**src/rtl/fpr_pkg.sv**
```systemverilog
`default_nettype none

package fpr_pkg;

    localparam int CFG_W     = 5;
    localparam int PAGE_IN_W = 16;
    localparam int SLOT_W    = 4;
    localparam int CNT_W     = 32;

    localparam logic [CFG_W-1:0] CFG_RESET = 5'd16;
    localparam logic [CNT_W-1:0] CNT_MAX   = 32'hFFFF_FFFF;

    typedef enum logic [1:0] {
        S_IDLE = 2'b01,
        S_SCAN = 2'b10
    } t_state;

    // controller to datapath
    typedef struct packed {
        logic load_in;
        logic scan;
        logic commit_hit;
        logic commit_miss;
    } t_cmd;

    // datapath to controller
    typedef struct packed {
        logic match;
        logic done;
        logic out_free;
    } t_status;

endpackage

`default_nettype wire

```
**src/rtl/fpr_ctrl.sv**
```systemverilog
`default_nettype none

module fpr_ctrl (
    input  wire logic                i_clk,
    input  wire logic                i_rst_n,
    input  wire logic                i_in_valid,
    output logic                     o_in_stall,
    input  wire fpr_pkg::t_status    i_status,
    output fpr_pkg::t_cmd            o_cmd
);

    fpr_pkg::t_state r_state;
    fpr_pkg::t_state n_state;
    logic            w_decided;

    assign o_in_stall = (r_state != fpr_pkg::S_IDLE);
    assign w_decided  = i_status.match || i_status.done;

    always_comb begin
        n_state           = r_state;
        o_cmd.load_in     = 1'b0;
        o_cmd.scan        = 1'b0;
        o_cmd.commit_hit  = 1'b0;
        o_cmd.commit_miss = 1'b0;
        unique case (r_state)
            fpr_pkg::S_IDLE: begin
                if (i_in_valid) begin
                    o_cmd.load_in = 1'b1;
                    n_state       = fpr_pkg::S_SCAN;
                end
            end
            fpr_pkg::S_SCAN: begin
                // hold the decision until the output register frees up
                o_cmd.scan = !w_decided;
                if (w_decided && i_status.out_free) begin
                    o_cmd.commit_hit  = i_status.match;
                    o_cmd.commit_miss = !i_status.match;
                    n_state           = fpr_pkg::S_IDLE;
                end
            end
            default: n_state = fpr_pkg::S_IDLE;
        endcase
    end

    always_ff @(posedge i_clk) begin
        if (!i_rst_n) begin
            r_state <= fpr_pkg::S_IDLE;
        end else begin
            r_state <= n_state;
        end
    end

endmodule

`default_nettype wire

```
**src/rtl/fpr_datapath.sv**
```systemverilog
`default_nettype none

module fpr_datapath #(
    parameter int FRAMES    = 16,
    parameter int PAGE_BITS = 16
) (
    input  wire logic                          i_clk,
    input  wire logic                          i_rst_n,
    input  wire logic                          i_cfg_we,
    input  wire logic [fpr_pkg::CFG_W-1:0]     i_cfg_wdata,
    input  wire logic [fpr_pkg::PAGE_IN_W-1:0] i_page_number,
    input  wire fpr_pkg::t_cmd                 i_cmd,
    output fpr_pkg::t_status                   o_status,
    output logic                               o_out_valid,
    input  wire logic                          i_out_stall,
    output logic                               o_hit,
    output logic [fpr_pkg::SLOT_W-1:0]         o_frame_slot,
    output logic [fpr_pkg::CNT_W-1:0]          o_hit_total,
    output logic [fpr_pkg::CNT_W-1:0]          o_fault_total
);

    localparam int IW = (FRAMES > 1) ? $clog2(FRAMES) : 1;
    localparam int CW = $clog2(FRAMES + 1);

    logic [fpr_pkg::CFG_W-1:0]  r_frames;
    logic [PAGE_BITS-1:0]       r_mem [FRAMES];
    logic [FRAMES-1:0]          r_valid;
    logic [PAGE_BITS-1:0]       r_page;
    logic [CW-1:0]              r_idx;
    logic [PAGE_BITS-1:0]       r_rd_data;
    logic                       r_rd_vbit;
    logic                       r_chk_vld;
    logic [IW-1:0]              r_chk_idx;
    logic [IW-1:0]              r_victim;
    logic [fpr_pkg::CNT_W-1:0]  r_hits;
    logic [fpr_pkg::CNT_W-1:0]  r_faults;

    logic [CW-1:0]              w_n;
    logic                       w_rd_en;
    logic [IW-1:0]              w_slot;
    logic [CW-1:0]              w_slot_inc;
    logic [IW-1:0]              w_victim_nxt;
    logic [fpr_pkg::CNT_W-1:0]  w_hits_inc;
    logic [fpr_pkg::CNT_W-1:0]  w_faults_inc;

    // clamp the frame count into 1..FRAMES
    always_comb begin
        priority if (r_frames == '0) begin
            w_n = CW'(1);
        end else if (32'(r_frames) > FRAMES) begin
            w_n = CW'(FRAMES);
        end else begin
            w_n = CW'(r_frames);
        end
    end

    assign w_rd_en = i_cmd.scan && (r_idx < w_n);

    assign o_status.match    = r_chk_vld && r_rd_vbit && (r_rd_data == r_page);
    assign o_status.done     = !r_chk_vld && (r_idx >= w_n);
    assign o_status.out_free = !o_out_valid || !i_out_stall;

    // a stale pointer past the count loads frame 0
    assign w_slot       = (CW'(r_victim) < w_n) ? r_victim : '0;
    assign w_slot_inc   = CW'(w_slot) + CW'(1);
    assign w_victim_nxt = (w_slot_inc < w_n) ? IW'(w_slot_inc) : '0;
    assign w_hits_inc   = (r_hits == fpr_pkg::CNT_MAX) ? r_hits : r_hits + 1'b1;
    assign w_faults_inc = (r_faults == fpr_pkg::CNT_MAX) ? r_faults : r_faults + 1'b1;

    always_ff @(posedge i_clk) begin
        if (w_rd_en) begin
            r_rd_data <= r_mem[r_idx[IW-1:0]];
        end
        if (i_cmd.commit_miss) begin
            r_mem[w_slot] <= r_page;
        end
    end

    always_ff @(posedge i_clk) begin
        if (i_cmd.load_in) begin
            r_page <= PAGE_BITS'(i_page_number);
        end
        if (w_rd_en) begin
            r_chk_idx <= r_idx[IW-1:0];
        end
        if (i_cmd.commit_hit) begin
            o_hit         <= 1'b1;
            o_frame_slot  <= fpr_pkg::SLOT_W'(r_chk_idx);
            o_hit_total   <= w_hits_inc;
            o_fault_total <= r_faults;
        end else if (i_cmd.commit_miss) begin
            o_hit         <= 1'b0;
            o_frame_slot  <= fpr_pkg::SLOT_W'(w_slot);
            o_hit_total   <= r_hits;
            o_fault_total <= w_faults_inc;
        end
    end

    always_ff @(posedge i_clk) begin
        if (!i_rst_n) begin
            r_frames    <= fpr_pkg::CFG_RESET;
            r_valid     <= '0;
            r_idx       <= '0;
            r_rd_vbit   <= 1'b0;
            r_chk_vld   <= 1'b0;
            r_victim    <= '0;
            r_hits      <= '0;
            r_faults    <= '0;
            o_out_valid <= 1'b0;
        end else begin
            if (i_cfg_we) begin
                r_frames <= i_cfg_wdata;
            end
            if (i_cmd.load_in) begin
                r_idx     <= '0;
                r_chk_vld <= 1'b0;
            end else if (i_cmd.scan) begin
                r_chk_vld <= w_rd_en;
                if (w_rd_en) begin
                    r_rd_vbit <= r_valid[r_idx[IW-1:0]];
                    r_idx     <= r_idx + 1'b1;
                end
            end
            if (i_cmd.commit_hit) begin
                r_hits <= w_hits_inc;
            end
            if (i_cmd.commit_miss) begin
                r_valid[w_slot] <= 1'b1;
                r_victim        <= w_victim_nxt;
                r_faults        <= w_faults_inc;
            end
            if (i_cmd.commit_hit || i_cmd.commit_miss) begin
                o_out_valid <= 1'b1;
            end else if (!i_out_stall) begin
                o_out_valid <= 1'b0;
            end
        end
    end

endmodule

`default_nettype wire

```
**src/rtl/fifo_page_replacement.sv**
```systemverilog
// Channel  Direction  Handshake                 Payload
// input    in         i_in_valid / o_in_stall   i_page_number
// result   out        o_out_valid / i_out_stall o_hit, o_frame_slot, o_hit_total, o_fault_total
// config   in         i_cfg_we                  i_cfg_wdata (frames in use)
//
// One reference at a time; the frame store is read one entry per cycle.
// A hit is decided as soon as its frame's entry is checked, a miss once all frames
// in use (16 at reset) have been checked.
// Reset clears all frame valid bits, the replacement pointer and both totals.
// A stalled result holds the block in the scan state until it is taken.
`default_nettype none

module fifo_page_replacement #(
    parameter int FRAMES    = 16,
    parameter int PAGE_BITS = 16
) (
    input  wire logic                          i_clk,
    input  wire logic                          i_rst_n,
    input  wire logic                          i_cfg_we,
    input  wire logic [fpr_pkg::CFG_W-1:0]     i_cfg_wdata,
    input  wire logic                          i_in_valid,
    output logic                               o_in_stall,
    input  wire logic [fpr_pkg::PAGE_IN_W-1:0] i_page_number,
    output logic                               o_out_valid,
    input  wire logic                          i_out_stall,
    output logic                               o_hit,
    output logic [fpr_pkg::SLOT_W-1:0]         o_frame_slot,
    output logic [fpr_pkg::CNT_W-1:0]          o_hit_total,
    output logic [fpr_pkg::CNT_W-1:0]          o_fault_total
);

    fpr_pkg::t_cmd    w_cmd;
    fpr_pkg::t_status w_status;

    fpr_ctrl u_ctrl (
        .i_clk      (i_clk),
        .i_rst_n    (i_rst_n),
        .i_in_valid (i_in_valid),
        .o_in_stall (o_in_stall),
        .i_status   (w_status),
        .o_cmd      (w_cmd)
    );

    fpr_datapath #(
        .FRAMES    (FRAMES),
        .PAGE_BITS (PAGE_BITS)
    ) u_datapath (
        .i_clk         (i_clk),
        .i_rst_n       (i_rst_n),
        .i_cfg_we      (i_cfg_we),
        .i_cfg_wdata   (i_cfg_wdata),
        .i_page_number (i_page_number),
        .i_cmd         (w_cmd),
        .o_status      (w_status),
        .o_out_valid   (o_out_valid),
        .i_out_stall   (i_out_stall),
        .o_hit         (o_hit),
        .o_frame_slot  (o_frame_slot),
        .o_hit_total   (o_hit_total),
        .o_fault_total (o_fault_total)
    );

endmodule

`default_nettype wire

```
**config.mk**
```make
export PLATFORM = sky130hd
export DESIGN_NAME = fifo_page_replacement
export DESIGN_NICKNAME = d
export VERILOG_FILES = /design/src/rtl/fpr_pkg.sv /design/src/rtl/fpr_ctrl.sv /design/src/rtl/fpr_datapath.sv /design/src/rtl/fifo_page_replacement.sv
export SDC_FILE = /design/constraint.sdc
export NUM_CORES = 1
export LEC_CHECK = 0
export BUFFER_PORTS_ARGS = -buffer_cell sky130_fd_sc_hd__buf_2
export CAP_MARGIN = 20
export CORE_MARGIN = 5
export CORE_UTILIZATION = 40
export CTS_BUF_LIST = sky130_fd_sc_hd__clkbuf_4 sky130_fd_sc_hd__clkbuf_8
export DETAILED_ROUTE_END_ITERATION = 8
export SETUP_SLACK_MARGIN = 0.3
export SYNTH_ARGS = -nofsm -noshare
export SYNTH_HDL_FRONTEND = slang
export SYNTH_SLANG_ARGS = --single-unit
```
**constraint.sdc**
```tcl
create_clock -name i_clk -period 12.9 [get_ports i_clk]
set_input_delay 1.935 -clock i_clk [delete_from_list [all_inputs] [get_ports i_clk]]
set_output_delay 1.935 -clock i_clk [all_outputs]
set_load 0.1 [all_outputs]
```
==> flow_summary.json, run 1 <==
{
  "outcome": "finished clean",
  "ys_async_sr_fraction_pct": 0,
  "htree_levels": 3,
  "fin_worst_skew_ns": 0.03599,
  "cts_buffers": 78,
  "cts_resized": 0,
  "vias": 10879,
  "ys_seq_elements": 460,
  "grtUsageTotal_pct": 15.20,
  "cp_cell_sequence": "inv_1, ha_1, nor2b_1, o221ai_1, or3b_2, or3_1, nor2_2",
  "dp.cells": 1904,
  "yosysTopAreaCellShare_pct": 56.90,
  "worstPathArrival_ns": 4.57,
  "synth.avg_cell_area_um2": 15.24,
  "wl_um": 39620,
  "die_area_um2": 51950,
  "p_int_uw": 2334,
  "grt_pass1_wl_um": 62580,
  "final_cells": 2048,
  "met2RoutedLength_um": 18190,
  "synth.cell_area_um2": 19000,
  "cts-root-buf": "clkbuf_8",
  "crit_path_max_incr_delay_ns": 0.91,
  "first_iter_violations": 906,
  "setup_viol": 0,
  "cp_top_family": "simple AND/OR/NAND/NOR gates",
  "clkTransAtPathRegs_ns": 0.06,
  "cp-end-kind": "flop",
  "synth_edf_count": 360,
  "cts.path.max_buffers": 3,
  "fp.dieH_um": 227.9,
  "drc_errors": 0,
  "start_util_pct": 40.63,
  "dpl_cell_area_um2": 20220,
  "pwr-share-comb_pct": 2.1,
  "cts_tree": "done",
  "row_count": 79,
  "final_common_cell": "edfxtp_1",
  "vdd_drop_max_mv": 0.08843,
  "grt_max_degree": 73,
  "synthCells": 1247,
  "cap_violations": 0,
  "drive_gt1_share_pct": 25.47,
  "synth.largest_area_cell": "edfxtp_1",
  "fp.dieW_um": 227.9,
  "clkPwrFrac_pct": 43.5,
  "cts_setup_buffers": 0,
  "crit_slowest_cell": "dfxtp_4",
  "critPathRequiredTime_ns": 13.15,
  "gp_congestion": 0.7796,
  "stdcell_area_um2": 21810,
  "place_ws_ns": 7.983,
  "max_freq_ghz": 0.2318,
  "path_max_fanout": 43,
  "dp_hpwl_um": 25440,
  "portBuffers": 96,
  "grt_pass1_vias": 10848,
  "power_density_nw_per_um2": 136.1,
  "drtAntennaViolNets": 0,
  "slew_viol_final": 0,
  "p_leak_uw": 0.007456,
  "dr.pass1.iters": 5,
  "ys_warn_count": 0,
  "syn_to_final_growth_pct": 14.80,
  "setup_tns_ns": 0,
  "syn_nets": 1290,
  "via_per_inst": 5.312,
  "finalHoldViolCount": 0,
  "synth.distinct_cells": 55,
  "hold_buffers": 0,
  "io_pins": 97,
  "final_core_util_pct": 46.65,
  "antennaDiodeCount": 0,
  "worst_pin_slew_ns": 1.081,
  "worstSetupPathType": "reg2reg",
  "ys_top_cells_by_area": "edfxtp_1 (57%), dfxtp_1 (11%), mux4_2 (10%)",
  "layout_common_cells": "edfxtp_1 (360), dfxtp_1 (98), buf_2 (96), mux4_2 (85)",
  "cts.sinks": 460,
  "clkLatencyLatePin_ns": 0.65,
  "worst-path-buf-inv": 1,
  "nets": 1422,
  "hold_class": "reg2reg",
  "antenna_found_initial": 0,
  "ys_seq_area_share_pct": 67.44,
  "ys.flop_type": "edfxtp_1",
  "top_layer": "met4",
  "period_share_pct": 33.44,
  "period_needed_ns": 4.314,
  "swShare_pct": 21.35,
  "routedWlPerCell_um": 19.35,
  "p_seq_share_pct": 54.4,
  "rsz0062_at_grt": "no",
  "slew_headroom_pct": 27.96,
  "p_sw_uw": 633.8,
  "core_um2": 46750,
  "met3WireLength_um": 2736,
  "fin_ws_ns": 8.586,
  "crit_path_start_kind": "flop",
  "overflow": 0,
  "wl_met1_um": 17800
}
## path summary, 6_finish.rpt
check	slack, ns	start	to	cells after the start
min	0.46	u_datapath.r_valid[1]	u_datapath.r_valid[1]	2
min reg2reg	0.46	u_datapath.r_valid[1]	u_datapath.r_valid[1]	2
max	8.59	u_datapath.r_idx[0]	u_datapath.r_mem[13][12]	7
max reg2reg	8.59	u_datapath.r_idx[0]	u_datapath.r_mem[13][12]	7
## tightest hold or removal path, delay by kind of cell, from the launching register on
kind / cells / cell delay [ns]
DFF: 1 / 0.32
AOI/OAI and AO/OA: 1 / 0.06
and+or+nand+nor: 1 / 0.05
## power by group through the flow
stage	combinational, uW	clock (uW)	sequential (uW)
detailed placement	64.4	0	1650
finish	63.4	1290	1610
global route	69.4	1400	1620
CTS	64.5	1330	1620
global placement	62.8	0	1650
floorplan	31.3	0	1650
## synthesized netlist by cell type (all sizes together), types with 8 or more instances
cell / instances
a21oi: 21
and3: 8
and4: 9
buf: 24
clkbuf: 47
dfxtp: 100
edfxtp: 360
ha: 17
inv: 15
mux2i: 30
mux4: 85
nand2: 83
nand2b: 29
nand3: 32
nand4: 38
nor2: 69
nor3: 49
nor4: 25
o21ai: 35
or3: 18
xnor2: 41
xor2: 62
## per-stage QoR
| stage | hold slack [ns] | total power [uW] |
|---|---|---|
| 6_report | 0.4554 | 2968 |
| 5_1_grt | 0.4861 | 3085 |
| 4_1_cts | 0.4585 | 3010 |
| 3_5_place_dp | 0.4446 | 1710 |
| 3_3_place_gp | 0.4367 | 1708 |
| 2_1_floorplan | 0.4198 | 1681 |
## flip-flops by register name, indices dropped and copies added, names as in the netlist
register                  flops
u_datapath.r_rd_vbit          1
u_datapath.o_fault_total     32
u_datapath.r_faults          32
u_datapath.r_page            16
u_datapath.r_mem            256
u_datapath.o_hit_total       32
u_datapath.r_chk_idx          4
u_datapath.o_hit              1
u_datapath.r_chk_vld          1
u_datapath.r_rd_data         16
u_ctrl.r_state                2
u_datapath.o_frame_slot       4
u_datapath.r_idx              5
u_datapath.r_frames           5
u_datapath.r_victim           4
u_datapath.r_valid           16
u_datapath.r_hits            32
u_datapath.o_out_valid        1
## layer usage
layer	vias to the layer above	track usage, %
met5	-	0
met4	0	5.275
met3	74	4.037
met2	341	23.11
met1	5389	21.37
li1	5075	-
## area by class of cell
class	instances	area, um2
tap	607	759.5
fill	4142	24940
clock buffer	108	1330
multi-input combinational	701	5916
clock inverter	34	229.0
inverter	15	56.30
sequential	460	12820
timing repair buffer	123	703.2
## cell families after synthesis
logic type | count (synthesis) | synth area share, %
flip-flops | 460 | 67.44
AND/OR/NAND/NOR | 380 | 10.46
multiplexers | 116 | 11.72
XOR/XNOR | 103 | 4.748
buffers and inverters | 86 | 1.818
AO/OA/AOI/OAI | 85 | 2.700
adder cells (fa/ha/maj) | 17 | 1.120
No activity file was read; power rests on OpenSTA's default activity.
==> run 2, diff against run 1 <==
==> constraint.sdc (replaced) <==
create_clock -name i_clk -period 3.8 [get_ports i_clk]
set_input_delay 0.57 -clock i_clk [delete_from_list [all_inputs] [get_ports i_clk]]
set_output_delay 0.57 -clock i_clk [all_outputs]
set_load 0.1 [all_outputs]
==> flow_summary.json, run 2 (synthesized netlist as in run 1, its figures left out) <==
{
  "htree_levels": 3,
  "critPathRequiredTime_ns": 4.37,
  "drtAntennaViolNets": 0,
  "layout_common_cells": "edfxtp_1 (360), dfxtp_1 (97), buf_2 (96), clkbuf_8 (86), mux4_2 (85)",
  "die_area_um2": 51950,
  "cap_violations": 0,
  "cts_tree": "done",
  "dpl_cell_area_um2": 20560,
  "start_util_pct": 40.63,
  "routedWlPerCell_um": 20.21,
  "stdcell_area_um2": 22250,
  "crit_path_start_kind": "flop",
  "overflow": 0,
  "antennaDiodeCount": 0,
  "dp_hpwl_um": 25440,
  "outcome": "finished clean",
  "cpMostUsedCell": "ha_1",
  "fin_worst_skew_ns": 0.02711,
  "max_freq_ghz": 0.3048,
  "portBuffers": 96,
  "syn_to_final_growth_pct": 17.09,
  "power_density_nw_per_um2": 465.1,
  "wl_um": 42080,
  "period_needed_ns": 3.281,
  "path_max_fanout": 12,
  "clkLatencyLatePin_ns": 0.66,
  "grt_pass1_vias": 11101,
  "rsz0062_at_grt": "no",
  "cts_buffers": 77,
  "place_ws_ns": 0.3644,
  "vdd_drop_max_mv": 0.3101,
  "worst_pin_slew_ns": 0.9232,
  "setup_viol": 0,
  "crit_slowest_cell": "dfxtp_1",
  "p_leak_uw": 0.007673,
  "antenna_found_initial": 0,
  "cts.path.max_buffers": 3,
  "final_core_util_pct": 47.58,
  "cts.sinks": 460,
  "core_um2": 46750,
  "gp_congestion": 0.8355,
  "slew_headroom_pct": 38.12,
  "holdWs_ns": 0.08030,
  "row_count": 79,
  "worstSetupPathType": "reg2reg",
  "cp-end-kind": "flop",
  "cts-root-buf": "clkbuf_8",
  "largest_register_ffs": 256,
  "hold_class": "in2reg",
  "cp_cell_sequence": "ha_1, o211a_1, a211oi_2, nor2_1, nor2b_1, inv_1, ha_1, inv_1, ha_1, a21oi_1, nor2b_1, o21ai_0, nand3b_1, or3_1, o31ai_1",
  "grt_pass1_wl_um": 65420,
  "top_register": "u_datapath.r_mem",
  "nets": 1454,
  "dr.pass1.iters": 5,
  "vias": 11112,
  "period_share_pct": 86.34,
  "setup_tns_ns": 0,
  "grtUsageTotal_pct": 16.06,
  "grt_max_degree": 81,
  "fp.dieW_um": 227.9,
  "crit_path_max_incr_delay_ns": 0.59,
  "fp.dieH_um": 227.9,
  "worstPathArrival_ns": 3.85,
  "first_iter_violations": 752,
  "fin_ws_ns": 0.5190,
  "slew_viol_final": 0,
  "drive_gt1_share_pct": 27.25,
  "final_common_cell": "edfxtp_1",
  "drc_errors": 0,
  "clkTransAtPathRegs_ns": 0.06,
  "io_pins": 97,
  "via_per_inst": 5.337,
  "finalHoldViolCount": 0
}
run 2: cell types whose count changed in the layout (fill, tap and decap cells not counted), moves of 4 or more:
cell	delta
buf_12	+4
buf_4	+30
clkbuf_4	-9
clkinv_1	+5
nor3_2	-4
nor3_4	+4
run 2: worst max-delay path: cells and delay by family (launching register included):
| kind | cells | cell delay (ns) |
|---|---|---|
| compound gates | 5 | 0.86 |
| fa+ha+maj | 3 | 0.83 |
| buf+inv | 2 | 0.12 |
| flops | 1 | 0.59 |
| simple gates | 5 | 0.79 |
run 2: repair_timing:
item,in CTS,in global routing
gates resized for setup,0,6
endpoints found under the setup margin,0,8
buffers inserted,0,1
hold buffers,0,0
run 2: worst paths after layout:
path         slack (ns)                   start  cells after the start                endpoint
max                0.52  u_datapath.r_victim[2]                     15  u_datapath.r_victim[2]
min                0.08       i_page_number[15]                      1   u_datapath.r_page[15]
max reg2reg        0.52  u_datapath.r_victim[2]                     15  u_datapath.r_victim[2]
min reg2reg        0.46   u_datapath.r_valid[6]                      2   u_datapath.r_valid[6]
run 2: layer usage:
| layer | wire length (um) | global-route usage [%] | part of all wire (%) |
|---|---|---|---|
| met1 | 18260 | 21.20 | 43 |
| met2 | 20550 | 26.63 | 49 |
| met3 | 2186 | 3.764 | 5.2 |
| met4 | 1084 | 5.010 | 2.6 |
| met5 | 0 | 0 | 0 |
run 2: report_power, final:
part | switching [uW] | internal, uW
Clock | 2040 | 2610
Combinational | 142 | 66.5
Sequential | 36.1 | 5440
Total | 2220 | 8120
run 2: cell type report:
| cell class | count | area (um2) |
|---|---|---|
| fill | 4033 | 24510 |
| sequential | 460 | 12820 |
| tap | 607 | 759.5 |
| inverter | 15 | 56.30 |
| clock inverter | 41 | 349.1 |
| clock buffer | 102 | 1304 |
| multi-input combinational | 701 | 5977 |
| timing repair buffer | 156 | 980.9 |
run 2: metrics by stage:
| stage | total power (uW) | instances |
|---|---|---|
| final | 10350 | 2082 |
| after global placement | 5789 | 1938 |
| after detailed placement | 5795 | 1938 |
| after global routing | 10740 | 2082 |
| after CTS | 10480 | 2081 |
| after floorplan | 5707 | 1247 |
